===== src/design/gpns_pkg.sv =====
package gpns_pkg;

	localparam int MaxColsDefault = 1024;
	localparam int MaxRowsDefault = 1024;

	localparam int AddrW = 5;
	localparam int DataW = 32;

	localparam logic [2:0] RegRowStart      = 3'd0;
	localparam logic [2:0] RegMinDisparity  = 3'd1;
	localparam logic [2:0] RegColCoef       = 3'd2;
	localparam logic [2:0] RegDispCoef      = 3'd3;
	localparam logic [2:0] RegRowOffset     = 3'd4;
	localparam logic [2:0] RegResiduumLimit = 3'd5;

	localparam logic [9:0]  RowStartReset      = 10'd240;
	localparam logic [11:0] MinDisparityReset  = 12'd0;
	localparam logic [31:0] CoefReset          = 32'd0;
	localparam logic [23:0] ResiduumLimitReset = 24'hFFFFFF;

	// band test runs in signed fixed point with 20 fraction bits
	localparam int DiffW = 48;

	localparam int AccColSqW   = 41;
	localparam int AccDispColW = 42;
	localparam int AccColW     = 30;
	localparam int AccDispSqW  = 44;
	localparam int AccDispW    = 32;
	localparam int AccColRowW  = 41;
	localparam int AccDispRowW = 42;
	localparam int AccRowW     = 30;
	localparam int AccCountW   = 21;

	typedef struct packed {
		logic [9:0]  pixel_row;
		logic [9:0]  pixel_col;
		logic [11:0] disparity;
		logic        frame_end;
	} pix_t;

	typedef struct packed {
		logic [39:0] sum_col_sq;
		logic [41:0] sum_disp_col;
		logic [29:0] sum_col;
		logic [43:0] sum_disp_sq;
		logic [31:0] sum_disp;
		logic [39:0] sum_col_row;
		logic [41:0] sum_disp_row;
		logic [29:0] sum_row;
		logic [20:0] inlier_count;
	} sums_t;

	typedef struct packed {
		logic [9:0]         row_start;
		logic [11:0]        min_disparity;
		logic signed [31:0] col_coef;
		logic signed [31:0] disp_coef;
		logic signed [31:0] row_offset;
		logic [23:0]        residuum_limit;
	} cfg_t;

	typedef struct packed {
		logic [19:0] col_sq;
		logic [21:0] disp_col;
		logic [9:0]  col;
		logic [23:0] disp_sq;
		logic [11:0] disp;
		logic [19:0] col_row;
		logic [21:0] disp_row;
		logic [9:0]  row;
	} terms_t;

	typedef struct packed {
		logic valid;
		logic inlier;
		logic last;
	} ctl_t;

endpackage


===== src/design/gated_plane_normal_sums.sv =====
// Plane-fit sum accumulator. Takes one disparity pixel per clock (row, column,
// Q8.4 disparity, frame_end) and keeps nine sums over the inlier pixels: those
// inside the image, at or below row_start, with disparity above min_disparity
// and whose row lies strictly within residuum_limit of
// col_coef*col + disp_coef*disp + row_offset. On the frame_end pixel the sums,
// that pixel included, go out as one word and restart from zero. The datapath
// is a four-register pipeline (input, coefficient products, band distance,
// inlier flag with terms) feeding the accumulators and the output register, so
// a pixel enters every cycle the pipe advances; its sums word is registered
// as the frame_end pixel leaves the last stage. Input stalls only while a
// finished sums word is held by sums_stall and the next frame_end pixel has
// reached the accumulators. APB writes the registers at byte address 4*i.
module gated_plane_normal_sums #(
	parameter int MAX_COLS = gpns_pkg::MaxColsDefault,
	parameter int MAX_ROWS = gpns_pkg::MaxRowsDefault
) (
	input  logic                        clk,
	input  logic                        arst_n,
	input  logic                        psel,
	input  logic                        penable,
	input  logic                        pwrite,
	input  logic [gpns_pkg::AddrW-1:0]  paddr,
	input  logic [gpns_pkg::DataW-1:0]  pwdata,
	output logic [gpns_pkg::DataW-1:0]  prdata,
	output logic                        pready,
	input  logic                        pix_valid,
	output logic                        pix_stall,
	input  gpns_pkg::pix_t              pix,
	output logic                        sums_valid,
	input  logic                        sums_stall,
	output gpns_pkg::sums_t             sums
);

	gpns_pkg::cfg_t   cfg;
	gpns_pkg::ctl_t   ctl;
	gpns_pkg::terms_t terms;
	logic             adv;

	// the whole pipe holds only when a frame_end word cannot be handed over
	assign adv       = !(sums_valid && sums_stall) || !(ctl.valid && ctl.last);
	assign pix_stall = !adv;

	gpns_regs u_regs (
		.clk     (clk),
		.arst_n  (arst_n),
		.psel    (psel),
		.penable (penable),
		.pwrite  (pwrite),
		.paddr   (paddr),
		.pwdata  (pwdata),
		.prdata  (prdata),
		.pready  (pready),
		.cfg     (cfg)
	);

	gpns_gate #(
		.MAX_COLS (MAX_COLS),
		.MAX_ROWS (MAX_ROWS)
	) u_gate (
		.clk       (clk),
		.arst_n    (arst_n),
		.adv       (adv),
		.pix_valid (pix_valid),
		.pix       (pix),
		.cfg       (cfg),
		.ctl       (ctl),
		.terms     (terms)
	);

	gpns_accum u_accum (
		.clk        (clk),
		.arst_n     (arst_n),
		.adv        (adv),
		.ctl        (ctl),
		.terms      (terms),
		.sums_stall (sums_stall),
		.sums_valid (sums_valid),
		.sums       (sums)
	);

endmodule


===== src/design/gpns_regs.sv =====
module gpns_regs (
	input  logic                        clk,
	input  logic                        arst_n,
	input  logic                        psel,
	input  logic                        penable,
	input  logic                        pwrite,
	input  logic [gpns_pkg::AddrW-1:0]  paddr,
	input  logic [gpns_pkg::DataW-1:0]  pwdata,
	output logic [gpns_pkg::DataW-1:0]  prdata,
	output logic                        pready,
	output gpns_pkg::cfg_t              cfg
);

	gpns_pkg::cfg_t cfg_q;
	logic [2:0]     idx;
	logic           wr;

	assign idx    = paddr[gpns_pkg::AddrW-1:2];
	assign wr     = psel && penable && pwrite;
	assign pready = 1'b1;
	assign cfg    = cfg_q;

	always_ff @(posedge clk or negedge arst_n) begin
		if (!arst_n) begin
			cfg_q.row_start      <= gpns_pkg::RowStartReset;
			cfg_q.min_disparity  <= gpns_pkg::MinDisparityReset;
			cfg_q.col_coef       <= gpns_pkg::CoefReset;
			cfg_q.disp_coef      <= gpns_pkg::CoefReset;
			cfg_q.row_offset     <= gpns_pkg::CoefReset;
			cfg_q.residuum_limit <= gpns_pkg::ResiduumLimitReset;
		end else if (wr) begin
			case (idx)
				gpns_pkg::RegRowStart:      cfg_q.row_start      <= pwdata[9:0];
				gpns_pkg::RegMinDisparity:  cfg_q.min_disparity  <= pwdata[11:0];
				gpns_pkg::RegColCoef:       cfg_q.col_coef       <= pwdata;
				gpns_pkg::RegDispCoef:      cfg_q.disp_coef      <= pwdata;
				gpns_pkg::RegRowOffset:     cfg_q.row_offset     <= pwdata;
				gpns_pkg::RegResiduumLimit: cfg_q.residuum_limit <= pwdata[23:0];
				default: ;
			endcase
		end
	end

	always_comb begin
		case (idx)
			gpns_pkg::RegRowStart:      prdata = 32'(cfg_q.row_start);
			gpns_pkg::RegMinDisparity:  prdata = 32'(cfg_q.min_disparity);
			gpns_pkg::RegColCoef:       prdata = cfg_q.col_coef;
			gpns_pkg::RegDispCoef:      prdata = cfg_q.disp_coef;
			gpns_pkg::RegRowOffset:     prdata = cfg_q.row_offset;
			gpns_pkg::RegResiduumLimit: prdata = 32'(cfg_q.residuum_limit);
			default:                    prdata = '0;
		endcase
	end

endmodule


===== src/design/gpns_gate.sv =====
module gpns_gate #(
	parameter int MAX_COLS = gpns_pkg::MaxColsDefault,
	parameter int MAX_ROWS = gpns_pkg::MaxRowsDefault
) (
	input  logic              clk,
	input  logic              arst_n,
	input  logic              adv,
	input  logic              pix_valid,
	input  gpns_pkg::pix_t    pix,
	input  gpns_pkg::cfg_t    cfg,
	output gpns_pkg::ctl_t    ctl,
	output gpns_pkg::terms_t  terms
);

	localparam int DW = gpns_pkg::DiffW;

	// s1: input word
	logic                  v_s1;
	gpns_pkg::pix_t        pix_s1;

	// s2: coefficient products and plain gates
	logic                  v_s2;
	gpns_pkg::pix_t        pix_s2;
	logic                  gate_s2;
	logic signed [42:0]    pc_s2;
	logic signed [44:0]    pd_s2;

	// s3: signed distance from predicted row
	logic                  v_s3;
	gpns_pkg::pix_t        pix_s3;
	logic                  gate_s3;
	logic signed [DW-1:0]  diff_s3;

	// s4: inlier flag and sum terms
	logic                  v_s4;
	logic                  last_s4;
	logic                  inlier_s4;
	gpns_pkg::terms_t      terms_s4;

	logic                  range_ok;
	logic                  gate_c;
	logic signed [DW-1:0]  diff_c;
	logic [DW-1:0]         mag_c;
	logic [DW-1:0]         lim_c;
	gpns_pkg::terms_t      terms_c;

	assign range_ok = (int'(pix_s1.pixel_col) < MAX_COLS) && (int'(pix_s1.pixel_row) < MAX_ROWS);
	assign gate_c   = range_ok && (pix_s1.pixel_row >= cfg.row_start)
	                  && (pix_s1.disparity > cfg.min_disparity);

	assign diff_c = (DW'(pc_s2) <<< 4) + DW'(pd_s2) + (DW'(cfg.row_offset) <<< 4)
	                - $signed({18'd0, pix_s2.pixel_row, 20'd0});

	assign mag_c = diff_s3[DW-1] ? DW'(-diff_s3) : DW'(diff_s3);
	assign lim_c = DW'({cfg.residuum_limit, 12'd0});

	always_comb begin
		terms_c.col_sq   = 20'(pix_s3.pixel_col) * 20'(pix_s3.pixel_col);
		terms_c.disp_col = 22'(pix_s3.disparity) * 22'(pix_s3.pixel_col);
		terms_c.col      = pix_s3.pixel_col;
		terms_c.disp_sq  = 24'(pix_s3.disparity) * 24'(pix_s3.disparity);
		terms_c.disp     = pix_s3.disparity;
		terms_c.col_row  = 20'(pix_s3.pixel_col) * 20'(pix_s3.pixel_row);
		terms_c.disp_row = 22'(pix_s3.disparity) * 22'(pix_s3.pixel_row);
		terms_c.row      = pix_s3.pixel_row;
	end

	always_ff @(posedge clk or negedge arst_n) begin
		if (!arst_n) begin
			v_s1 <= 1'b0;
			v_s2 <= 1'b0;
			v_s3 <= 1'b0;
			v_s4 <= 1'b0;
		end else if (adv) begin
			v_s1 <= pix_valid;
			v_s2 <= v_s1;
			v_s3 <= v_s2;
			v_s4 <= v_s3;
		end
	end

	always_ff @(posedge clk) begin
		if (adv) begin
			pix_s1    <= pix;
			pix_s2    <= pix_s1;
			gate_s2   <= gate_c;
			pc_s2     <= cfg.col_coef * $signed({1'b0, pix_s1.pixel_col});
			pd_s2     <= cfg.disp_coef * $signed({1'b0, pix_s1.disparity});
			pix_s3    <= pix_s2;
			gate_s3   <= gate_s2;
			diff_s3   <= diff_c;
			last_s4   <= pix_s3.frame_end;
			inlier_s4 <= gate_s3 && (mag_c < lim_c);
			terms_s4  <= terms_c;
		end
	end

	assign ctl.valid  = v_s4;
	assign ctl.inlier = inlier_s4;
	assign ctl.last   = last_s4;
	assign terms      = terms_s4;

endmodule


===== src/design/gpns_accum.sv =====
module gpns_accum (
	input  logic              clk,
	input  logic              arst_n,
	input  logic              adv,
	input  gpns_pkg::ctl_t    ctl,
	input  gpns_pkg::terms_t  terms,
	input  logic              sums_stall,
	output logic              sums_valid,
	output gpns_pkg::sums_t   sums
);

	logic [gpns_pkg::AccColSqW-1:0]   col_sq_q,   col_sq_n;
	logic [gpns_pkg::AccDispColW-1:0] disp_col_q, disp_col_n;
	logic [gpns_pkg::AccColW-1:0]     col_q,      col_n;
	logic [gpns_pkg::AccDispSqW-1:0]  disp_sq_q,  disp_sq_n;
	logic [gpns_pkg::AccDispW-1:0]    disp_q,     disp_n;
	logic [gpns_pkg::AccColRowW-1:0]  col_row_q,  col_row_n;
	logic [gpns_pkg::AccDispRowW-1:0] disp_row_q, disp_row_n;
	logic [gpns_pkg::AccRowW-1:0]     row_q,      row_n;
	logic [gpns_pkg::AccCountW-1:0]   count_q,    count_n;

	logic            step;
	logic            valid_q;
	gpns_pkg::sums_t sums_q;

	assign step = adv && ctl.valid;

	always_comb begin
		col_sq_n   = col_sq_q;
		disp_col_n = disp_col_q;
		col_n      = col_q;
		disp_sq_n  = disp_sq_q;
		disp_n     = disp_q;
		col_row_n  = col_row_q;
		disp_row_n = disp_row_q;
		row_n      = row_q;
		count_n    = count_q;
		if (ctl.inlier) begin
			col_sq_n   = col_sq_q   + gpns_pkg::AccColSqW'(terms.col_sq);
			disp_col_n = disp_col_q + gpns_pkg::AccDispColW'(terms.disp_col);
			col_n      = col_q      + gpns_pkg::AccColW'(terms.col);
			disp_sq_n  = disp_sq_q  + gpns_pkg::AccDispSqW'(terms.disp_sq);
			disp_n     = disp_q     + gpns_pkg::AccDispW'(terms.disp);
			col_row_n  = col_row_q  + gpns_pkg::AccColRowW'(terms.col_row);
			disp_row_n = disp_row_q + gpns_pkg::AccDispRowW'(terms.disp_row);
			row_n      = row_q      + gpns_pkg::AccRowW'(terms.row);
			count_n    = count_q    + gpns_pkg::AccCountW'(1);
		end
	end

	always_ff @(posedge clk or negedge arst_n) begin
		if (!arst_n) begin
			col_sq_q   <= '0;
			disp_col_q <= '0;
			col_q      <= '0;
			disp_sq_q  <= '0;
			disp_q     <= '0;
			col_row_q  <= '0;
			disp_row_q <= '0;
			row_q      <= '0;
			count_q    <= '0;
			valid_q    <= 1'b0;
		end else begin
			if (step) begin
				if (ctl.last) begin
					col_sq_q   <= '0;
					disp_col_q <= '0;
					col_q      <= '0;
					disp_sq_q  <= '0;
					disp_q     <= '0;
					col_row_q  <= '0;
					disp_row_q <= '0;
					row_q      <= '0;
					count_q    <= '0;
				end else begin
					col_sq_q   <= col_sq_n;
					disp_col_q <= disp_col_n;
					col_q      <= col_n;
					disp_sq_q  <= disp_sq_n;
					disp_q     <= disp_n;
					col_row_q  <= col_row_n;
					disp_row_q <= disp_row_n;
					row_q      <= row_n;
					count_q    <= count_n;
				end
			end
			if (step && ctl.last) begin
				valid_q <= 1'b1;
			end else if (!sums_stall) begin
				valid_q <= 1'b0;
			end
		end
	end

	always_ff @(posedge clk) begin
		if (step && ctl.last) begin
			sums_q.sum_col_sq   <= col_sq_n[39:0];
			sums_q.sum_disp_col <= disp_col_n;
			sums_q.sum_col      <= col_n;
			sums_q.sum_disp_sq  <= disp_sq_n;
			sums_q.sum_disp     <= disp_n;
			sums_q.sum_col_row  <= col_row_n[39:0];
			sums_q.sum_disp_row <= disp_row_n;
			sums_q.sum_row      <= row_n;
			sums_q.inlier_count <= count_n;
		end
	end

	assign sums_valid = valid_q;
	assign sums       = sums_q;

endmodule


===== config.mk =====
export PLATFORM = sky130hd
export DESIGN_NAME = gated_plane_normal_sums
export DESIGN_NICKNAME = d
export VERILOG_FILES = /design/src/design/gpns_pkg.sv /design/src/design/gated_plane_normal_sums.sv /design/src/design/gpns_regs.sv /design/src/design/gpns_gate.sv /design/src/design/gpns_accum.sv
export SDC_FILE = /design/constraint.sdc
export NUM_CORES = 2
export LEC_CHECK = 0
export BUFFER_PORTS_ARGS = -buffer_cell sky130_fd_sc_hd__buf_2
export CAP_MARGIN = 20
export CORE_AREA = 2 2 537 539
export CTS_CLUSTER_SIZE = 25
export DETAILED_ROUTE_END_ITERATION = 7
export DIE_AREA = 0 0 539 541
export PLACE_DENSITY = 0.56
export SLEW_MARGIN = 10
export SYNTH_ARGS = -nofsm -noshare
export SYNTH_HDL_FRONTEND = slang
export SYNTH_SLANG_ARGS = --single-unit

===== constraint.sdc =====
create_clock -name clk -period 29.7 [get_ports clk]
set_input_delay 5.94 -clock clk [delete_from_list [all_inputs] [get_ports clk]]
set_output_delay 5.94 -clock clk [all_outputs]
set_load 0.02 [all_outputs]

==> metrics.csv <==
metric,value,unit
max-slew violations,0,
total gr overflow,0,
first-pass GRT wire length,425,mm
relative area change from synthesis to final layout,11.1,%
Max clock buf depth,4,
area fraction in compound gates after synthesis,0.100,
count of clock tree sinks,1164,
fraction of synthesized cell area in xor and xnor cells,0.0468,
number of storage elements in the synthesis netlist,1164,
die outline width,539,µm
startpoint type of the worst setup path,primary input,
CTS HTree Levels,4,
data required time at the worst endpoint,23760,ps
Fmax,69.7,MHz
ys async rst share,0.402,
setup skew after layout,95.2,ps
fraction of final layout cells with drive strength greater than 1,0.104,
row cnt,197,
arrival time of the worst setup path,8400,ps
post-route antenna net violation count,0,
Post-Synth Simple-Gate Area,0.125,
all-layer global routing usage,0.184,
clock root buffer,sky130_fd_sc_hd__clkbuf_16,
multiplexer share of the synthesized area,0.0302,
Core Area,286000,µm²
insertion delay of the later-clocked pin in the worst-skew pair,830,ps
DRC marker count from the first detailed-route iteration,4774,
largest incremental delay on the critical path,760,ps
drc violations,0,
slew at the pin closest to its max-slew limit,1110,ps
Place WS,15470,ps
total setup violations reported at the end of the flow,0,
fin nets,11852,
area of the die,292000,µm²
"Non-Filler Cell Area, Final",111000,µm²
total of buffers placed on input and output ports,429,
total via count in the routed design,71287,
Initial Util,0.348,
shortest period the worst path allows,14340,ps
Routability Congestion,0.881,
Yosys warning count,0,
met2 track demand over resource in global routing,0.309,
post-layout worst setup margin,15360,ps
endpoint kind of the worst setup timing path,output pin,
dominant combinational cell family by area after synthesis,adder cells,
kind of cell adding the most delay to the critical path,buffers and inverters,
HPWL Detailed,200,mm
worst path buffer plus inverter count,3,
vias in the first global route,73300,
post-detailed-route via-to-cell ratio,5.12,
cells traversed along the worst timing path,buf_4 -> buf_4 -> mux2i_1 -> nor2_1 -> a31oi_1 -> o221ai_1 -> buf_2,
routing usage on met3,0.0299,
grt peak-use layer,met2,
wire per inst,19.3,µm
number of hold-slack violations in the final timing report,0,
drt pass-1 iters,5,
netlist area before placement,99600,µm²
Post-Synth Adder-Cell Area,0.295,
class of the tightest hold or removal check,reg2reg,
total nets after synthesis,11604,
largest net degree at the start of global routing,168,
post-CTS sizing,0,
met1 usage,0.246,
hold_buf cts,0,
status,"finished, final reports clean",
total I/O pin count,433,
Slew HR,0.258,
fraction of the yosys area taken by sequential cells,0.328,
clock slew at the register clock pins of the worst setup and hold paths,50,ps
placement-stage cell area,106000,µm²
maximum fanout along the worst path,39,
"most used cell, CP",sky130_fd_sc_hd__buf_4,
total clock buffers created by CTS,151,
number of max-cap violations,0,
cell count after synthesis,9781,
initial antenna violation count,45,
post-CTS repair timing setup buffer count,0,
distinct cell type count after synthesis,85,
die boundary height,541,µm
number of flops mapped to enable cells by yosys,696,
mean area per synthesized cell,10.2,µm²
final-layout setup total negative slack,0,ps
post-route fraction of the period consumed by the critical path,0.483,
clock tree from TritonCTS,built,
Crit Path Class,in2out,
slowest stage cell on the critical path,sky130_fd_sc_hd__o221ai_1,
routed wire length,269,mm
dominant register cell in the synthesized netlist,sky130_fd_sc_hd__edfxtp_1,
RSZ-0062 raised after global routing,false,
## layer usage
layer  wire length, µm  share of wire
met1            117000           0.43
met2            127000           0.47
met3             17900          0.067
met4              6920          0.026
met5               157        0.00058
## layout by cell type (no fill, tap or decap), types with 166 or more instances in the layout
| cell | n |
|---|---|
| sky130_fd_sc_hd__a21o_1 | 170 |
| sky130_fd_sc_hd__dfrtp_1 | 439 |
| sky130_fd_sc_hd__ha_1 | 735 |
| sky130_fd_sc_hd__inv_1 | 1524 |
| sky130_fd_sc_hd__mux2_2 | 195 |
| sky130_fd_sc_hd__and2_1 | 545 |
| sky130_fd_sc_hd__nand2_1 | 1082 |
| sky130_fd_sc_hd__buf_2 | 427 |
| sky130_fd_sc_hd__xnor2_1 | 379 |
| sky130_fd_sc_hd__o21ai_0 | 392 |
| sky130_fd_sc_hd__a21oi_1 | 310 |
| sky130_fd_sc_hd__fa_1 | 1011 |
| sky130_fd_sc_hd__edfxtp_1 | 696 |
| sky130_fd_sc_hd__nand3_1 | 166 |
| sky130_fd_sc_hd__nor2_1 | 289 |
## synth_stat cells (all sizes together), types with 21 or more instances
library cell  count  area, µm²
or2              21        134
nor2            292       1100
xnor2           379       3320
inv            1527       5730
o21ai           395       1980
a21o            170       1280
o21a             55        413
nand4            66        413
and3             98        614
a21oi           310       1550
edfxtp          696      20900
a31oi            86        538
o21bai           52        390
nor2b            65        407
nand2b           42        263
or3              34        213
a211oi           37        278
clkbuf          395       1480
dfrtp           440      11000
o22ai            28        175
mux2            195       2200
ha              735       9200
buf              47        186
dfstp            28        736
and2            546       3420
a22o            130       1140
o211ai           26        195
nor3             84        420
xor2            153       1340
nand2          1084       4070
fa             1011      20200
o31ai            54        405
mux2i            74        741
nand3           167        848
## final cells by class
cell class	instances	area (µm²)
clock inverter	63	656
multi-input combinational	6648	59600
antenna	9	22.5
fill	28106	176000
timing repair buffer	537	3060
inverter	1527	5740
clock buffer	202	4190
tap	3781	4730
sequential	1164	32600
## flip-flops by register name, indices dropped and copies added, names as in the netlist, 21 cells and up
| register | cells |
|---|---|
| u_accum.disp_col_q | 42 |
| u_accum.disp_q | 32 |
| u_accum.disp_row_q | 42 |
| u_accum.col_row_q | 40 |
| u_gate.terms | 136 |
| u_gate.pd_s2 | 45 |
| u_gate.pix_s3 | 33 |
| u_accum.col_q | 30 |
| u_accum.col_sq_q | 40 |
| u_gate.pc_s2 | 43 |
| u_gate.diff_s3 | 48 |
| u_regs.cfg | 142 |
| u_accum.row_q | 30 |
| u_gate.pix_s2 | 33 |
| u_gate.pix_s1 | 33 |
| u_accum.sums | 321 |
| u_accum.count_q | 21 |
| u_accum.disp_sq_q | 44 |
## worst reg2reg max path: stages (launching register included)
cell                        delay, ps
sky130_fd_sc_hd__edfxtp_1         320
sky130_fd_sc_hd__buf_4            470
sky130_fd_sc_hd__nand2_1          220
sky130_fd_sc_hd__fa_1             580
sky130_fd_sc_hd__inv_1             50
sky130_fd_sc_hd__fa_1             460
sky130_fd_sc_hd__fa_1             520
sky130_fd_sc_hd__fa_1             540
sky130_fd_sc_hd__inv_1             60
sky130_fd_sc_hd__fa_1             530
sky130_fd_sc_hd__inv_1             50
sky130_fd_sc_hd__ha_1             380
sky130_fd_sc_hd__nand4_1          180
sky130_fd_sc_hd__a2111oi_1        730
sky130_fd_sc_hd__nor3_1           130
sky130_fd_sc_hd__o21bai_1         320
sky130_fd_sc_hd__a41oi_1          250
sky130_fd_sc_hd__o31a_1           360
sky130_fd_sc_hd__o21a_1           270
sky130_fd_sc_hd__o31a_1           430
sky130_fd_sc_hd__or4_1            440
sky130_fd_sc_hd__nand3_1          200
## cell families after synthesis
kind of cell / after synthesis
AND/OR/NAND/NOR: 2569
XOR/XNOR: 532
flip-flops: 1164
buffers and inverters: 1969
AO/OA/AOI/OAI: 1528
adder cells (fa/ha/maj): 1746
multiplexers: 272
other: 1
## through the flow
| step | util | hold slack, ps | cells |
|---|---|---|---|
| floorplan | - | 400 | 9781 |
| global route | 0.386 | 418 | 13925 |
| finish | 0.386 | 414 | 13931 |
| CTS | 0.386 | 414 | 13918 |
| global placement | 0.369 | 400 | 13653 |
| detailed placement | 0.369 | 405 | 13653 |
## worst paths after layout
path                                                 endpoint  depth (start not counted)  slack [ps]                         from
setup / recovery                                    prdata[6]                          7       15360                     paddr[2]
hold / removal                    u_gate.pix_s3[10]$_DFFE_PN_                          0         410  u_gate.pix_s2[10]$_DFFE_PN_
setup reg to reg                   u_gate.pd_s2[44]$_DFFE_PN_                         21       22030  u_gate.pix_s1[10]$_DFFE_PN_
hold reg to reg                   u_gate.pix_s3[10]$_DFFE_PN_                          0         410  u_gate.pix_s2[10]$_DFFE_PN_
max in group asynchronous          u_regs.cfg[43]$_DFFE_PN0P_                          4       21600                       arst_n
min in group asynchronous  u_accum.disp_row_q[30]$_DFFE_PN0P_                          1        5100                       arst_n
Power is left out: the tool's default activity adds up to more than one toggle a clock period on the data nets, which glitch-free logic cannot reach.
